`config.mk`:
```
export PLATFORM = sky130hd
export DESIGN_NAME = timed_message_queue
export DESIGN_NICKNAME = d
export VERILOG_FILES = /design/src/rtl/tmq_pkg.sv /design/src/rtl/tmq_ram.sv /design/src/rtl/timed_message_queue.sv
export VERILOG_INCLUDE_DIRS = /design/src /design/src/rtl
export SDC_FILE = /design/constraint.sdc
export NUM_CORES = 2
export LEC_CHECK = 0
export BUFFER_PORTS_ARGS = -buffer_cell sky130_fd_sc_hd__buf_2
export CAP_MARGIN = 20
export CORE_UTILIZATION = 67
export CTS_BUF_LIST = sky130_fd_sc_hd__clkbuf_8 sky130_fd_sc_hd__clkbuf_16
export DETAILED_ROUTE_END_ITERATION = 7
export PLACE_DENSITY = 0.93
export SLEW_MARGIN = 10
export SYNTH_ARGS = -nofsm -noshare
export SYNTH_HDL_FRONTEND = slang
export SYNTH_SLANG_ARGS = --single-unit
```
`constraint.sdc`:
```
create_clock -name clk -period 22.6 [get_ports clk]
set_clock_uncertainty 0.1 [all_clocks]
set_input_delay 4.52 -clock clk [delete_from_list [all_inputs] [get_ports clk]]
set_output_delay 4.52 -clock clk [all_outputs]
set_load 0.03 [all_outputs]
```
`src/rtl/assert_macros.svh`:
```
// ----------------------------------------------------------------------------
// Assertion macros
// Shared concurrent assertion forms for the RTL.
// ----------------------------------------------------------------------------
`ifndef ASSERT_MACROS_SVH
`define ASSERT_MACROS_SVH

// same-cycle implication
`define ASSERT_IMPLIES(label, clk, rst_n, ante, cons) \
	label: assert property (@(posedge clk) disable iff (!(rst_n)) (ante) |-> (cons)) \
		else $error("assertion failed");

// next-cycle implication
`define ASSERT_NEXT(label, clk, rst_n, ante, cons) \
	label: assert property (@(posedge clk) disable iff (!(rst_n)) (ante) |=> (cons)) \
		else $error("assertion failed");

`endif

```
`src/rtl/tmq_pkg.sv`:
```
// ----------------------------------------------------------------------------
// tmq_pkg
// Types and constants of the timed message queue.
// ----------------------------------------------------------------------------
`default_nettype none

package tmq_pkg;

	localparam int QUEUE_DEPTH_DEF = 16;
	localparam int TIME_BITS_DEF   = 48;

	localparam int TPM_W   = 10;
	localparam int RCV_W   = 16;
	localparam int MSG_W   = 32;
	localparam int EXTRA_W = 32;
	localparam int DELAY_W = 32;
	localparam int KEY_W   = 16;
	localparam int KIND_W  = 3;
	localparam int PROD_W  = DELAY_W + TPM_W;
	localparam int DATA_W  = 32;
	localparam int ADDR_W  = 2;

	localparam logic [TPM_W-1:0]  TPM_RESET = 10'd1;
	localparam logic [ADDR_W-1:0] ADDR_TPM  = 2'd0;
	localparam logic              MODE_POST = 1'b0;
	localparam logic              MODE_POLL = 1'b1;

	typedef enum logic [KIND_W-1:0] {
		KIND_OK      = 3'd0,
		KIND_FULL    = 3'd1,
		KIND_KEY     = 3'd2,
		KIND_IDLE    = 3'd3,
		KIND_RECV    = 3'd4,
		KIND_DEFAULT = 3'd5
	} kind_t;

	typedef struct packed {
		logic               has_rcv;
		logic [RCV_W-1:0]   rcv;
		logic [MSG_W-1:0]   msg;
		logic [EXTRA_W-1:0] extra;
	} msg_t;

endpackage

`default_nettype wire

```
`src/rtl/tmq_ram.sv`:
```
// ----------------------------------------------------------------------------
// tmq_ram
// Entry storage: one write port, one read port with registered read data.
// ----------------------------------------------------------------------------
`default_nettype none

module tmq_ram #(
	parameter int DEPTH     = tmq_pkg::QUEUE_DEPTH_DEF,
	parameter int TIME_BITS = tmq_pkg::TIME_BITS_DEF,
	localparam int IDX_W    = $clog2(DEPTH)
) (
	input  wire logic                 clk,
	input  wire logic                 we,
	input  wire logic [IDX_W-1:0]     waddr,
	input  wire logic [TIME_BITS-1:0] wdue,
	input  wire tmq_pkg::msg_t        wmsg,
	input  wire logic [IDX_W-1:0]     raddr,
	output logic [TIME_BITS-1:0]      rdue,
	output tmq_pkg::msg_t             rmsg
);
	import tmq_pkg::*;

	logic [TIME_BITS-1:0] due_mem [DEPTH];
	msg_t                 msg_mem [DEPTH];

	always_ff @(posedge clk) begin
		if (we) begin
			due_mem[waddr] <= wdue;
			msg_mem[waddr] <= wmsg;
		end
		rdue <= due_mem[raddr];
		rmsg <= msg_mem[raddr];
	end

endmodule

`default_nettype wire

```
`src/rtl/timed_message_queue.sv`:
```
// ----------------------------------------------------------------------------
// timed_message_queue
// Bounded queue of delayed messages, sorted by due tick, with a poll tick.
// ----------------------------------------------------------------------------
// A request is taken when start is high and busy is low; its one result shows
// for a single cycle with done high and cannot be held off. Entries live in a
// circular RAM in due order. A poll with a key press or an empty queue answers
// in the next cycle without raising busy; a poll with entries holds busy in
// S_POP while the head is read and compared. A post holds busy through S_ADD,
// then S_SCAN and S_CMP in turn for each of the k entries due later than the
// new one (at most QUEUE_DEPTH - 1), each read and moved up one slot through
// the single RAM port pair and the one shared comparator; a last S_SCAN at
// the head, or an S_CMP at an entry due no later, writes the new entry
// in the freed slot. A post to a full queue answers at once.
// ----------------------------------------------------------------------------
`default_nettype none
`include "assert_macros.svh"

module timed_message_queue #(
	parameter int QUEUE_DEPTH = tmq_pkg::QUEUE_DEPTH_DEF,
	parameter int TIME_BITS   = tmq_pkg::TIME_BITS_DEF
) (
	input  wire logic                          clk,
	input  wire logic                          arst_n,
	input  wire logic                          psel,
	input  wire logic                          penable,
	input  wire logic                          pwrite,
	input  wire logic [tmq_pkg::ADDR_W-1:0]    paddr,
	input  wire logic [tmq_pkg::DATA_W-1:0]    pwdata,
	output logic      [tmq_pkg::DATA_W-1:0]    prdata,
	output logic                               pready,
	input  wire logic                          start,
	output logic                               busy,
	output logic                               done,
	input  wire logic                          mode,
	input  wire logic                          receiver_present,
	input  wire logic [tmq_pkg::RCV_W-1:0]     receiver_id,
	input  wire logic signed [tmq_pkg::MSG_W-1:0] message_code,
	input  wire logic [tmq_pkg::EXTRA_W-1:0]   extra_word,
	input  wire logic [tmq_pkg::DELAY_W-1:0]   delay_ms,
	input  wire logic                          key_pressed,
	input  wire logic [tmq_pkg::KEY_W-1:0]     key_code,
	output logic      [tmq_pkg::KIND_W-1:0]    kind,
	output logic      [tmq_pkg::RCV_W-1:0]     out_receiver,
	output logic signed [tmq_pkg::MSG_W-1:0]   out_message,
	output logic      [tmq_pkg::EXTRA_W-1:0]   out_extra
);
	import tmq_pkg::*;

	localparam int IDX_W = $clog2(QUEUE_DEPTH);
	localparam int CNT_W = $clog2(QUEUE_DEPTH + 1);
	localparam int SUM_W = ((TIME_BITS > PROD_W) ? TIME_BITS : PROD_W) + 1;
	localparam logic [TIME_BITS-1:0] TIME_MAX = '1;
	localparam logic [IDX_W-1:0]     LAST_IDX = IDX_W'(QUEUE_DEPTH - 1);
	localparam logic [CNT_W-1:0]     FULL_CNT = CNT_W'(QUEUE_DEPTH);
	localparam logic [IDX_W:0]       DEPTH_X  = (IDX_W + 1)'(QUEUE_DEPTH);

	typedef enum logic [2:0] {
		S_IDLE,
		S_POP,
		S_ADD,
		S_SCAN,
		S_CMP
	} state_t;

	function automatic logic [IDX_W-1:0] idx_inc(input logic [IDX_W-1:0] p);
		return (p == LAST_IDX) ? '0 : p + 1'b1;
	endfunction

	function automatic logic [IDX_W-1:0] idx_dec(input logic [IDX_W-1:0] p);
		return (p == '0) ? LAST_IDX : p - 1'b1;
	endfunction

	state_t               state_q;
	logic [TPM_W-1:0]     tpm_q;
	logic [TIME_BITS-1:0] now_q;
	logic [CNT_W-1:0]     count_q;
	logic [CNT_W-1:0]     left_q;
	logic [IDX_W-1:0]     head_q;
	logic [IDX_W-1:0]     idx_q;
	logic [PROD_W-1:0]    prod_q;
	logic [TIME_BITS-1:0] due_q;
	msg_t                 new_q;
	logic                 done_q;
	kind_t                kind_q;
	logic [RCV_W-1:0]     orcv_q;
	logic [MSG_W-1:0]     omsg_q;
	logic [EXTRA_W-1:0]   oext_q;

	logic                 ram_we;
	logic [IDX_W-1:0]     ram_waddr;
	logic [TIME_BITS-1:0] ram_wdue;
	msg_t                 ram_wmsg;
	logic [IDX_W-1:0]     ram_raddr;
	logic [TIME_BITS-1:0] rd_due;
	msg_t                 rd_msg;

	logic                 accept;
	logic                 cfg_wr;
	logic [IDX_W:0]       tail_sum;
	logic [IDX_W-1:0]     tail_idx;
	logic [TIME_BITS-1:0] cmp_b;
	logic                 rd_later;
	logic [SUM_W-1:0]     due_sum;
	logic [TIME_BITS-1:0] now_next;

	logic                 post_take;
	logic                 post_ok;
	logic                 pop_out;

	tmq_ram #(
		.DEPTH     (QUEUE_DEPTH),
		.TIME_BITS (TIME_BITS)
	) u_ram (
		.clk   (clk),
		.we    (ram_we),
		.waddr (ram_waddr),
		.wdue  (ram_wdue),
		.wmsg  (ram_wmsg),
		.raddr (ram_raddr),
		.rdue  (rd_due),
		.rmsg  (rd_msg)
	);

	assign accept   = start && !busy;
	assign busy     = (state_q != S_IDLE);
	assign cfg_wr   = psel && penable && pwrite && pready && (paddr == ADDR_TPM);
	assign pready   = 1'b1;
	assign prdata   = (paddr == ADDR_TPM) ? DATA_W'(tpm_q) : '0;

	assign tail_sum = (IDX_W + 1)'(head_q) + (IDX_W + 1)'(count_q);
	assign tail_idx = (tail_sum >= DEPTH_X) ? IDX_W'(tail_sum - DEPTH_X) : tail_sum[IDX_W-1:0];
	assign now_next = (now_q == TIME_MAX) ? now_q : now_q + 1'b1;
	assign due_sum  = SUM_W'(now_q) + SUM_W'(prod_q);

	// shared comparator: head against now when popping, entry against new due when inserting
	assign cmp_b    = (state_q == S_POP) ? now_q : due_q;
	assign rd_later = (rd_due > cmp_b);

	always_comb begin
		ram_we    = 1'b0;
		ram_waddr = idx_q;
		ram_wdue  = due_q;
		ram_wmsg  = new_q;
		ram_raddr = head_q;
		unique case (state_q)
			S_SCAN: begin
				if (left_q == '0) begin
					ram_we = 1'b1;
				end else begin
					ram_raddr = idx_dec(idx_q);
				end
			end
			S_CMP: begin
				ram_we = 1'b1;
				if (rd_later) begin
					ram_wdue = rd_due;
					ram_wmsg = rd_msg;
				end
			end
			default: begin
			end
		endcase
	end

	always_ff @(posedge clk or negedge arst_n) begin
		if (!arst_n) begin
			state_q <= S_IDLE;
			tpm_q   <= TPM_RESET;
			now_q   <= '0;
			count_q <= '0;
			left_q  <= '0;
			head_q  <= '0;
			idx_q   <= '0;
			prod_q  <= '0;
			due_q   <= '0;
			new_q   <= '0;
			done_q  <= 1'b0;
			kind_q  <= KIND_OK;
			orcv_q  <= '0;
			omsg_q  <= '0;
			oext_q  <= '0;
		end else begin
			done_q <= 1'b0;
			if (cfg_wr) begin
				tpm_q <= pwdata[TPM_W-1:0];
			end
			unique case (state_q)
				S_IDLE: begin
					if (accept) begin
						orcv_q <= '0;
						omsg_q <= '0;
						oext_q <= '0;
						if (mode == MODE_POLL) begin
							now_q <= now_next;
							if (key_pressed) begin
								done_q <= 1'b1;
								kind_q <= KIND_KEY;
								oext_q <= EXTRA_W'(key_code);
							end else if (count_q == '0) begin
								done_q <= 1'b1;
								kind_q <= KIND_IDLE;
							end else begin
								state_q <= S_POP;
							end
						end else if (count_q == FULL_CNT) begin
							done_q <= 1'b1;
							kind_q <= KIND_FULL;
						end else begin
							prod_q  <= delay_ms * tpm_q;
							new_q   <= '{has_rcv: receiver_present, rcv: receiver_id,
								msg: message_code, extra: extra_word};
							idx_q   <= tail_idx;
							left_q  <= count_q;
							state_q <= S_ADD;
						end
					end
				end
				S_POP: begin
					done_q  <= 1'b1;
					state_q <= S_IDLE;
					if (rd_later) begin
						kind_q <= KIND_IDLE;
					end else begin
						head_q  <= idx_inc(head_q);
						count_q <= count_q - 1'b1;
						kind_q  <= rd_msg.has_rcv ? KIND_RECV : KIND_DEFAULT;
						orcv_q  <= rd_msg.has_rcv ? rd_msg.rcv : '0;
						omsg_q  <= rd_msg.msg;
						oext_q  <= rd_msg.extra;
					end
				end
				S_ADD: begin
					due_q   <= (due_sum > SUM_W'(TIME_MAX)) ? TIME_MAX : due_sum[TIME_BITS-1:0];
					state_q <= S_SCAN;
				end
				S_SCAN: begin
					if (left_q == '0) begin
						count_q <= count_q + 1'b1;
						done_q  <= 1'b1;
						kind_q  <= KIND_OK;
						state_q <= S_IDLE;
					end else begin
						state_q <= S_CMP;
					end
				end
				S_CMP: begin
					if (rd_later) begin
						idx_q   <= idx_dec(idx_q);
						left_q  <= left_q - 1'b1;
						state_q <= S_SCAN;
					end else begin
						count_q <= count_q + 1'b1;
						done_q  <= 1'b1;
						kind_q  <= KIND_OK;
						state_q <= S_IDLE;
					end
				end
				default: begin
					state_q <= S_IDLE;
				end
			endcase
		end
	end

	assign done         = done_q;
	assign kind         = kind_q;
	assign out_receiver = orcv_q;
	assign out_message  = omsg_q;
	assign out_extra    = oext_q;

	assign post_take = accept && (mode == MODE_POST) && (count_q != FULL_CNT);
	assign post_ok   = done && (kind == KIND_OK);
	assign pop_out   = done && ((kind == KIND_RECV) || (kind == KIND_DEFAULT));

	`ASSERT_IMPLIES(a_count_bound, clk, arst_n, 1'b1, count_q <= FULL_CNT)
	`ASSERT_NEXT(a_post_busy, clk, arst_n, post_take, busy)
	`ASSERT_IMPLIES(a_post_grows, clk, arst_n, post_ok, count_q == $past(count_q) + 1'b1)
	`ASSERT_IMPLIES(a_pop_shrinks, clk, arst_n, pop_out, count_q == $past(count_q) - 1'b1)

endmodule

`default_nettype wire
```
# Word-level counts from Yosys, hierarchy flattened
# Memory sizes are Yosys's and may differ from the RTL's. A register that Yosys moved wholly into a read port is not among the register bits.
# Cells that the tools add are included.
# classes
addsub	9
multipliers	1
order_cmp	3
eq_ne	19
mux	67
bitwise	4
reduce_logical	23
# op_table
cell	n
48-bit two-way mux	4
81-bit two-way mux	2
32-bit two-way mux	4
32-bit case mux with 2 select lines	2
16-bit two-way mux	5
48-bit by 42-bit adder with 49-bit output	1
49-bit by 48-bit > comparator with 1-bit output (second input constant)	1
48-bit by 1-bit adder with 48-bit output (second input constant)	1
48-bit == test (second input constant)	1
48-bit > comparator	1
32-bit by 10-bit multiplier with 42-bit output	1
3-bit two-way mux	14
4-bit two-way mux	9
5-bit two-way mux	7
16-bit case mux with 2 select lines	1
3-bit case mux with 4 select lines	2
4-bit AND reduction	4
5-bit case mux with 3 select lines	1
2-bit != test (second input constant)	7
3-bit != test (second input constant)	4
5-bit logical NOT	2
1-bit two-way mux	10
10-bit two-way mux	1
5-bit case mux with 2 select lines	1
29 further kinds	40
# word_totals
regBits	334
ram_bits	2064
input_bits	171
out_inout_bits	118
n_memories	2
# memory_table
memory	depth	width	rd	rd_clocked_by_memory_dff	write_ports	line_no	source
u_ram.msg_mem	16	81	1	1	1	tmq_ram.sv:24	msg_t msg_mem [DEPTH];
u_ram.due_mem	16	48	1	1	1	tmq_ram.sv:23	logic [TIME_BITS-1:0] due_mem [DEPTH];

# Logic depth before layout (Yosys ltp)
# logic_depth
word_depth	7
depth_mapped	24

# Modules after synthesis
# From an unflattened synthesis, not the netlist that was laid out.
# unflattened
cells_unflattened	6732
hier_area_um2	109821.6
# by_module_without_submodules
mod	instances	cells_each	area_each_um2	seq_area_each_um2
tmq_ram	1	3373	80063.0	64561.9
timed_message_queue	1	3359	29758.5	8359.3

# Least setup slack after synthesis
# Ideal clock, no wire load.
# synth_path
kind	flip-flop to flip-flop
startpoint	register state_q[1]
endpoint	memory u_ram.due_mem[0][0] in the netlist's numbering, enable pin
setup_ns	0.775
arrival_ns	10.170
required_time_ns	21.725
setup_slack_ns	11.555
path_stages_with_launch	9
path_buffers	2
period_less_slack_ns	11.045
path_cell_list	dfrtp_1 > clkbuf_1 > inv_1 > nand2_1 > or2_2 > clkbuf_1 > nand2_1 > nand2_1 > nor3_1
# synth_between
elab_chain_cells	4
# synth_rtl
element	line_no	source
start, declared	timed_message_queue.sv:74	state_t state_q;
start signal, assigned	timed_message_queue.sv:168	state_q <= S_IDLE;
start signal, assigned	timed_message_queue.sv:204	state_q <= S_POP;
start signal, assigned	timed_message_queue.sv:215	state_q <= S_ADD;
3-bit == test / 3-bit by 2-bit == test with 1-bit output (equally long branches)	timed_message_queue.sv:146	unique case (state_q)
1-bit case mux with 2 select lines *	timed_message_queue.sv:146	
1-bit two-way mux *	tmq_ram.sv:27	if (we) begin
1-bit two-way mux (implied by the code) *	tmq_ram.sv:28	due_mem[waddr] <= wdue;
end, declared	tmq_ram.sv:23	
# Every way passes the cells marked *; elsewhere a longest branch is shown, timed or not.

# Worst setup path in the final report
# layout_path
startpoint	input port paddr[1] in the netlist's numbering
endpoint	output port prdata[8] in the netlist's numbering
# layout_between
elab_chain_cells	2
# layout_rtl
element	line_no	source
start, declared	timed_message_queue.sv:28	input wire logic [tmq_pkg::ADDR_W-1:0] paddr,
2-bit logical NOT	timed_message_queue.sv:129	assign prdata = (paddr == ADDR_TPM) ? DATA_W'(tpm_q) : '0;
10-bit two-way mux	timed_message_queue.sv:129	
end, declared	timed_message_queue.sv:30	output logic [tmq_pkg::DATA_W-1:0] prdata,
# No other way between the ends.

==> results.json <==
{
  "critical_path_class": "in -> out",
  "htree_levels": 4,
  "core-area_mm2": 0.163,
  "hpwl_mm": 158,
  "vias_per_cell": 7.60,
  "io_buffers": 243,
  "ys_warn_count": 0,
  "setup_slack_ns": 12.58,
  "hold_buffers": 0,
  "drc": 0,
  "clockBufferDepth": 3,
  "grt_overflow": 0,
  "drv_cap": 0,
  "fp.dieW_um": 409,
  "grt_use_total": 0.410,
  "critPathCaptureType": "output port",
  "antenna_found_initial": 18,
  "multi_input_area_mm2": 0.0352,
  "seqCellArea_mm2": 0.0729,
  "tightest_slew_ns": 1.28,
  "synth_xor_area_frac": 0.00965,
  "fp-row-count": 148,
  "ys_seq_area_frac": 0.659,
  "finalHoldViolations": 0,
  "path_clk_slew_ns": 0.07,
  "synthesis.area_mm2": 0.111,
  "clock.fmax_mhz": 99.8,
  "worstSetupStartpointType": "input pin",
  "area_growth_syn_to_layout_pct": 10.2,
  "async_reset_ff_frac": 0.132,
  "period_share": 0.443,
  "rsz0062_at_grt": "no",
  "cp.required_ns": 17.98,
  "setup_viol": 0,
  "cts_resized": 0,
  "synth_top_area_share": 0.560,
  "synth.avg_cell_area_um2": 16.2,
  "cts_tree": "yes",
  "ys_types": 85,
  "synth_area_leaders": "edfxtp_1 (56%), mux4_2 (10%), dfrtp_1 (7.5%)",
  "wl_per_cell_um": 36.5,
  "drtIter0Drc": 13000,
  "grt_pass1_vias": 73300,
  "leakage_uw": 0.0452,
  "relSlewSlack": 0.148,
  "outcome": "complete, no violations",
  "report.final.slew_viol_count": 0,
  "ir_worst_vdd_mv": 0.172,
  "num-fill-cells": 7915,
  "ys.flop_type": "edfxtp_1",
  "grt_pass1_wl_mm": 494,
  "power_density_mw_per_mm2": 155,
  "finalCriticalPeriod_ns": 10.02,
  "clock_sinks": 2527,
  "die_h_um": 409,
  "ant_nets": 0,
  "clock_latency_ns": 0.90,
  "cts_buffers": 226,
  "dr_total_vias": 71500,
  "gp_congestion": 0.868,
  "drt-pass1-iter-count": 7,
  "synth_simple_gate_area_frac": 0.0654,
  "synth_adder_area_share": 0.0641,
  "initial_utilization": 0.678,
  "floorplan.die_area_mm2": 0.167,
  "pin_count": 289,
  "wirelength_mm": 343,
  "worstPathArrival_ns": 5.40,
  "synthMuxAreaShare": 0.127,
  "synth_top_family_by_area": "multiplexers",
  "yosys.area.top_type": "edfxtp_1",
  "synth_cells": 6846,
  "hp-class": "reg -> reg",
  "post_cts_buffers": 0,
  "pre_cts_slack_ns": 12.04,
  "setup_tns_ns": 0,
  "drive_above_1_share": 0.203,
  "nets": 7613,
  "synth_seq_cells": 2527,
  "grt_max_degree": 193,
  "crit_fanout": 11,
  "synth_edf_count": 2064,
  "synth_compound_area_frac": 0.0491,
  "cts-root-buf": "clkbuf_16"
}
## per-layer routing
layer  wire length (µm)  track usage  vias to the layer above
met1             102000        0.496                    34500
met2             159000        0.636                     8505
met4              32000        0.302                       16
met3              49500        0.117                     2360
li1                   -            -                    26200
met5                 99            0                        -
## worst paths after layout
| check | start | slack, ns | depth (start not counted) | to |
|---|---|---|---|---|
| setup / recovery | paddr[1] | 12.58 | 4 | prdata[8] |
| hold / removal | new_q[17] | 0.40 | 2 | new_q[17] |
| setup reg to reg | state_q[0] | 15.38 | 12 | u_ram.msg_mem[2][20] |
| hold reg to reg | new_q[17] | 0.40 | 2 | new_q[17] |
| max in group asynchronous | arst_n | 15.66 | 4 | new_q[3] |
| min in group asynchronous | arst_n | 3.56 | 1 | prod_q[3] |
## through the flow
stage                     cell area (µm²)  hold slack [ns]  utilization  std cells  power, µW
after floorplan                    111000            0.342            -       6867      12000
after global placement             114000            0.353        0.697       8956      13600
after detailed placement           114000            0.361        0.698       8959      14100
after CTS                          122000            0.394        0.746       9393      18500
after global routing               122000            0.417        0.747       9401      19600
final                              122000            0.396        0.747       9414      18900
## flip-flops by register name, indices dropped and copies added, names as in the netlist
signal and count:
u_ram.rmsg 81, idx_q 4, state_q 3, tpm_q 10, u_ram.rdue 48, done 1, now_q 48, head_q 4
due_q 48, prod_q 42, u_ram.msg_mem 1296, u_ram.due_mem 768, left_q 5, count_q 5, kind 3, out_extra 32
out_message 32, out_receiver 16, new_q 81
## report_power, final
| part | switching [µW] | internal, µW | total, µW | leakage (µW) |
|---|---|---|---|---|
| Combinational | 5100 | 3140 | 8240 | 0.0171 |
| Sequential | 466 | 6030 | 6500 | 0.0240 |
| Clock | 1910 | 2260 | 4170 | 0.00407 |
| Total | 7480 | 11400 | 18900 | 0.0452 |
## cells in the final DEF, fill, tap and decap left out, drive strengths merged, types with 129 or more instances in the layout
cell and instances:
ha 182, and2 299, mux2 163, dfxtp 129
clkbuf 266, buf 339, a211oi 145, a31oi 139
a21oi 160, edfxtp 2064, mux4 516, dfrtp 333
nand2 845, inv 334, fa 241
## critical path, stage by stage
cell and delay, ns:
buf_2 0.10, nor2_1 0.38, and2_1 0.20, buf_2 0.20
## kinds of logic (layout without fill, tap and decap cells)
family                   Yosys count  in the layout
flip-flops                      2527           2527
AND/OR/NAND/NOR                 1541           1541
AO/OA/AOI/OAI                    807            807
multiplexers                     737            737
buffers and inverters            687           1045
adder cells (fa/ha/maj)          423            423
XOR/XNOR                         122            122
other                              2             37
## area by class of cell
| type | count | area share |
|---|---|---|
| inverter | 272 | 0.00837 |
| tap | 2175 | 0.0223 |
| clock buffer | 266 | 0.0509 |
| multi-input combinational | 3653 | 0.288 |
| antenna | 14 | 0.000287 |
| clock inverter | 168 | 0.0138 |
| timing repair buffer | 339 | 0.0184 |
| sequential | 2527 | 0.598 |
## synth_stat cells (16+ instances only)
cell type  instances
a211oi_1         145
a21o_1            75
a21oi_1          157
a31o_2            41
a31oi_1          138
a41o_1            16
and2_1           298
and3_1            84
buf_1             21
buf_2            103
buf_4             45
clkbuf_1         242
dfrtp_1          333
dfxtp_1          129
edfxtp_1        2064
fa_1             241
ha_1             182
inv_1            272
mux2_2           163
mux2i_1           58
mux4_2           516
nand2_1          845
nand3_1           36
nand4_1           43
nor2_1           115
nor2b_1           32
nor3_1            22
o21ai_0          111
o21bai_1          17
xnor2_1           80
xor2_1            42
Note: power is estimated with default switching activity, not from simulation.
